<file path="src/hdl/gcag_pkg.sv">
package gcag_pkg;

  // Signed coordinate/axis width: 19 bits signed, enough for sides up to 65536.
  localparam int unsigned CW = 19;

  // Configuration register indexes.
  localparam logic REG_FRAME_WIDTH  = 1'b0;
  localparam logic REG_FRAME_HEIGHT = 1'b1;

  typedef logic signed [CW-1:0] crd_t;

  typedef struct packed {
    crd_t       x;
    crd_t       y;
    crd_t       ax;
    crd_t       ay;
    crd_t       bx;
    crd_t       by;
    logic [1:0] ph;
  } frame_t;

  // Request passed from the front queue to the walker.
  typedef struct packed {
    logic              restart;
    logic [12:0]       wd;
    logic [12:0]       ht;
  } req_t;

  typedef struct packed {
    logic [11:0] pix_x;
    logic [11:0] pix_y;
    logic        final_pixel;
    logic        walk_done;
  } res_t;

  function automatic crd_t sgn(input crd_t v);
    crd_t r;
    r = '0;
    if (v > 0) r = crd_t'(1);
    else if (v < 0) r = -crd_t'(1);
    return r;
  endfunction

  function automatic crd_t mag(input crd_t v);
    return (v < 0) ? -v : v;
  endfunction

  // Truncation toward zero halving.
  function automatic crd_t half(input crd_t v);
    crd_t r;
    r = v >>> 1;
    if (v < 0 && v[0]) r = r + crd_t'(1);
    return r;
  endfunction

endpackage

</file>
<file path="src/hdl/gcag_front.sv">
// Request queue: latches restart with the configuration it applies to.
module gcag_front #(
  parameter int unsigned DEPTH = 2
) (
  input  logic              clk_i,
  input  logic              rst_ni,
  input  logic              push_i,
  output logic              full_o,
  input  logic              restart_i,
  input  logic [12:0]       wd_i,
  input  logic [12:0]       ht_i,
  output logic              rvalid_o,
  input  logic              rtake_i,
  output gcag_pkg::req_t    req_o
);
  localparam int unsigned AW = (DEPTH > 1) ? $clog2(DEPTH) : 1;

  gcag_pkg::req_t mem_q [DEPTH];
  logic [AW-1:0] wp_q, rp_q;
  logic [AW:0]   cnt_q;
  logic          wr, rd;

  assign full_o   = (cnt_q == (AW+1)'(DEPTH));
  assign rvalid_o = (cnt_q != '0);
  assign wr       = push_i && !full_o;
  assign rd       = rtake_i && rvalid_o;
  assign req_o    = mem_q[rp_q];

  always_ff @(posedge clk_i) begin
    if (wr) begin
      mem_q[wp_q] <= '{restart: restart_i, wd: wd_i, ht: ht_i};
    end
  end

  always_ff @(posedge clk_i or negedge rst_ni) begin
    if (!rst_ni) begin
      wp_q  <= '0;
      rp_q  <= '0;
      cnt_q <= '0;
    end else begin
      if (wr) wp_q <= (wp_q == AW'(DEPTH-1)) ? '0 : wp_q + AW'(1);
      if (rd) rp_q <= (rp_q == AW'(DEPTH-1)) ? '0 : rp_q + AW'(1);
      cnt_q <= cnt_q + (AW+1)'(wr) - (AW+1)'(rd);
    end
  end
endmodule

</file>
<file path="config.mk">
export PLATFORM = sky130hd
export DESIGN_NAME = gcag_front
export DESIGN_NICKNAME = d
export VERILOG_FILES = /design/src/hdl/gcag_pkg.sv /design/src/hdl/gcag_front.sv
export SDC_FILE = /design/constraint.sdc
export NUM_CORES = 1
export LEC_CHECK = 0
export CAP_MARGIN = 20
export CORE_ASPECT_RATIO = 2
export CORE_UTILIZATION = 39
export CTS_CLUSTER_DIAMETER = 150
export CTS_CLUSTER_SIZE = 24
export DETAILED_ROUTE_END_ITERATION = 12
export DONT_BUFFER_PORTS = 1
export GPL_TIMING_DRIVEN = 0
export SLEW_MARGIN = 30
export SYNTH_ARGS = -nofsm -noshare
export SYNTH_HDL_FRONTEND = slang
export SYNTH_SLANG_ARGS = --single-unit
</file>
<file path="constraint.sdc">
create_clock -name clk_i -period 6.7 [get_ports clk_i]
set_clock_uncertainty 0.05 [all_clocks]
set_input_delay 1.005 -clock clk_i [delete_from_list [all_inputs] [get_ports clk_i]]
set_output_delay 1.005 -clock clk_i [all_outputs]
set_load 0.005 [all_outputs]
</file>
; Word level (Yosys, flattened, before mapping)
; Memories as Yosys holds them, arrays and structs flattened.
; Index checks and enable logic that the tools add are counted.
; Widths: inputs -> output; s select.
[totals]
memories = 1
wordCells = 17
mem_bits_ro = 0
ff_bits = 4
ram_bits = 54
latch_bits = 0
[op_classes]
div_mod_pow = 0
magnitude_cmp = 0
multipliers = 0
shift = 0
reduce_logical = 4
eq_ne = 1
n_bitwise = 0
n_mux = 4
add_sub_neg = 4
[mem_list]
columns = memory, depth, width, rd, rd_clocked_by_memory_dff, write_ports, line
row1 = mem_q, 2, 27, 1, 0, 1, gcag_front.sv:18  ; gcag_pkg::req_t mem_q [DEPTH];
[ops]
columns = op, count
row1 = $mux 1, 4
row2 = $add 1x1->1 const B, 2
row3 = $add 2x1->2, 1
row4 = $eq 2x2->1 const B, 1
row5 = $logic_and 1x1->1, 2
row6 = $reduce_bool 2->1, 1
row7 = $sub 2x1->2, 1
row8 = $logic_not 1->1, 1

; Longest topological paths before layout
[logic_depth]
ltp_word = 5
mapped_depth = 7
ltp_nobuf = 7

; Worst setup path before layout
; OpenSTA, ideal clock, no wires.
[synth_timing]
path_type = input-to-reg
from = in push_i
to = mem mem_q[0][0] in the netlist's numbering, enable pin
setup_slack_ps = 3992
path_stages = 2
path_buffers = 0
required_time_ps = 6239
arrival_ps = 2247
cell_sequence = nand2_1 > nor2_1
[synth_via]
elab_chain_cells = 3
[synth_lines]
columns = element, line
row1 = start: declaration, gcag_front.sv:7  ; input logic push_i,
row2 = $logic_and 1x1->1, gcag_front.sv:25  ; assign wr = push_i && !full_o;
row3 = $mux 1, gcag_front.sv:30  ; if (wr) begin
row4 = $mux 1 (not written as such), gcag_front.sv:31  ; mem_q[wp_q] <= '{restart: restart_i, wd: wd_i, ht: ht_i};
row5 = end: declaration, gcag_front.sv:18
; No other way between the ends.

==> flow_summary.json <==
{
  "cts-buffers-inserted": 9,
  "switching_share": 0.264,
  "yosys.area_share.simple": 0.0168,
  "synth_fa_ha_area_frac": 0.0112,
  "pwr-share-seq": 0.468,
  "status": "completed",
  "slew_headroom": 0.579,
  "timing.setup.tns_ns": 0,
  "synth_top_area_cell": "edfxtp_1",
  "required_ns": 5.64,
  "crit_top_cell": "buf_6",
  "final_layout_size_suffix_gt1_frac": 0.387,
  "clkPwrFrac": 0.256,
  "power.switching_mw": 0.296,
  "synth_top_family_by_area": "multiplexers",
  "antenna_found_initial": 0,
  "intPower_mw": 0.828,
  "fp.dieH_um": 109,
  "hold_viol": 0,
  "num_vias": 920,
  "grt_setup_unrepaired": "false",
  "syn-num-nets": 135,
  "io_buffers": 0,
  "rows": 38,
  "total_leakage_power_nw": 0.911,
  "drt_iter0_markers": 30,
  "cts_hold_buf": 0,
  "synth_top_area_frac": 0.725,
  "cp-start-kind": "flop",
  "crit_path_end_kind": "output port",
  "critPathLaunch": "rp_q",
  "netlist_top_cells_area": "edfxtp_1 (73%), mux2_4 (13%), dfrtp_1 (4.5%), mux2_2 (4.0%), buf_6 (1.5%)",
  "worstSetupPathType": "reg2out",
  "path_clk_slew_ns": 0.06,
  "fin_crit_ns": 2.39,
  "htreeDepth": 3,
  "final_max_slew_viol_count": 0,
  "crit_buf_inv": 2,
  "dieArea_mm2": 0.00606,
  "rr_startpoint": "cnt_q[1]",
  "hpwl_um": 2290,
  "cts.root.buffer_cell": "clkbuf_8",
  "synthArstFlopShare": 0.0690,
  "design.core.area_mm2": 0.00547,
  "cts_setup_buffers": 0,
  "yosysUniqueCellTypes": 15,
  "syn_area_per_cell_um2": 21.9,
  "chipWidth_um": 55.5,
  "diodes": 0,
  "crit_family": "flip-flops",
  "power_density_mw_per_mm2": 447,
  "p_comb_frac": 0.276,
  "fin_crit_sh": 0.357,
  "setup_viol_count_final": 0,
  "grt_max_degree": 28,
  "drc": 0,
  "cts.sinks": 58,
  "grt_pass1_vias": 975,
  "initial_core_util": 0.409,
  "drt_first_pass_iters": 2,
  "synth_edf_count": 54,
  "synthMuxAreaShare": 0.168,
  "setup_ws_ns": 4.31,
  "syn2layout_area_growth_pct": 12.4,
  "worstHoldPathType": "in2async",
  "synth_flop_cell": "edfxtp_1",
  "nets": 147,
  "wl_per_cell_um": 18.7,
  "wl_um": 3350,
  "synth-seq-cells": 58,
  "grt_pass1_wl_um": 5020,
  "cp_slowest_cell": "dfrtp_1",
  "yosysMostFrequentCell": "edfxtp_1",
  "place.gp.congestion": 0.590,
  "ys.warnings.count": 0,
  "cts_tree": "yes",
  "tightest_slew_ns": 0.632,
  "synth_xor_area_frac": 0.0157,
  "cts.path.max_buffers": 2,
  "synth.cell_area_mm2": 0.00224,
  "track_usage": 0.124,
  "drv_cap": 0,
  "final_antenna_net_count": 0,
  "slowest_delay_ns": 0.34,
  "post_cts_resized": 0,
  "netlist_instances": 102,
  "dp_slack_ns": 4.56,
  "ios": 60,
  "gr-total-overflow": 0,
  "ys_seq_area_frac": 0.770,
  "clkLatencyLatePin_ns": 0.33,
  "synthTopCellsByCount": "edfxtp_1 (54), mux2_4 (19), mux2_2 (8), dfrtp_1 (4)",
  "arrival_ns": 1.34,
  "max-vdd-ir-drop_mv": 0.266,
  "crit_chain": "buf_6 > buf_6 > mux2_4",
  "avgViaCountPerCell": 5.14,
  "synth_compound_area_frac": 0,
  "path_max_fanout": 10,
  "fmax_mhz": 418
}
==> worst paths after layout <==
kind | cells after the start | to | slack [ns]
setup / recovery | 3 | req_o[13] | 4.31
hold / removal | 0 | cnt_q[0] | 0.32
setup reg to reg | 7 | cnt_q[1] | 4.90
hold reg to reg | 1 | cnt_q[1] | 0.48
max in group asynchronous | 0 | rp_q | 6.22
min in group clk_i | 1 | cnt_q[1] | 0.48
==> power groups by stage <==
stage	Clock [mW]	Combinational [mW]	Sequential [mW]
after global placement	0	0.303	0.530
after CTS	0.302	0.321	0.528
final	0.288	0.310	0.526
after floorplan	0	0.259	0.526
after detailed placement	0	0.321	0.534
after global routing	0.319	0.334	0.534
==> worst register-to-register path, cell delays in order, from the launching register on <==
cell	delay (ns)
dfrtp_1	0.40
or2_4	0.27
and2_4	0.16
ha_1	0.26
inv_1	0.04
ha_1	0.18
xnor2_1	0.19
xnor2_1	0.16
==> layout make-up <==
type / count / area, µm²
Fill cell: 462 / 2960
Sequential cell: 58 / 1720
Multi-Input combinational cell: 39 / 482
Clock buffer: 12 / 135
Tap cell: 60 / 75.1
Clock inverter: 4 / 42.5
Buffer: 3 / 33.8
Timing Repair Buffer: 1 / 15.0
Inverter: 2 / 7.51
==> per-layer routing <==
layer,vias to the layer above,routed length (µm),GRT usage
li1,414,-,-
met1,458,1040,0.102
met2,39,1970,0.212
met3,9,245,0.0747
met4,0,97,0.0911
met5,-,0,0
==> layout by cell type (no fill, tap or decap) <==
| master | synthesis | final |
|---|---|---|
| nand2b_1 | 1 | 1 |
| mux2_2 | 8 | 8 |
| inv_1 | 2 | 2 |
| and3_2 | 0 | 1 |
| mux2_4 | 19 | 19 |
| buf_8 | 0 | 1 |
| bufinv_16 | 0 | 1 |
| clkinv_2 | 0 | 1 |
| clkinv_1 | 0 | 2 |
| nor2_4 | 0 | 1 |
| clkbuf_8 | 0 | 9 |
| or2_4 | 1 | 1 |
| nand2_1 | 1 | 1 |
| xor2_1 | 1 | 1 |
| xnor2_1 | 3 | 3 |
| and2_4 | 1 | 1 |
| edfxtp_1 | 54 | 54 |
| dfrtp_1 | 4 | 4 |
| ha_1 | 2 | 2 |
| buf_6 | 3 | 3 |
| clkbuf_1 | 0 | 3 |
==> cell families (layout without fill, tap and decap cells) <==
logic type / Yosys count / count (layout)
xor+xnor: 4 / 4
fa+ha+maj: 2 / 2
buf+inv: 5 / 22
flops: 58 / 58
mux: 27 / 27
simple gates: 6 / 6
==> stage by stage <==
step,util,hold slack (ns),area (µm²),instances,power (mW)
3_3_place_gp,0.423,0.426,2310,162,0.833
5_1_grt,0.459,0.286,2510,179,1.19
4_1_cts,0.459,0.288,2510,179,1.15
2_1_floorplan,-,0.411,2240,102,0.785
3_5_place_dp,0.427,0.464,2330,163,0.855
6_report,0.459,0.317,2510,179,1.12
==> sequential cells by signal, indices dropped and copies added (netlist names) <==
signal,count
cnt_q,2
mem_q,54
wp_q,1
rp_q,1
No activity file was read; power rests on OpenSTA's default activity.
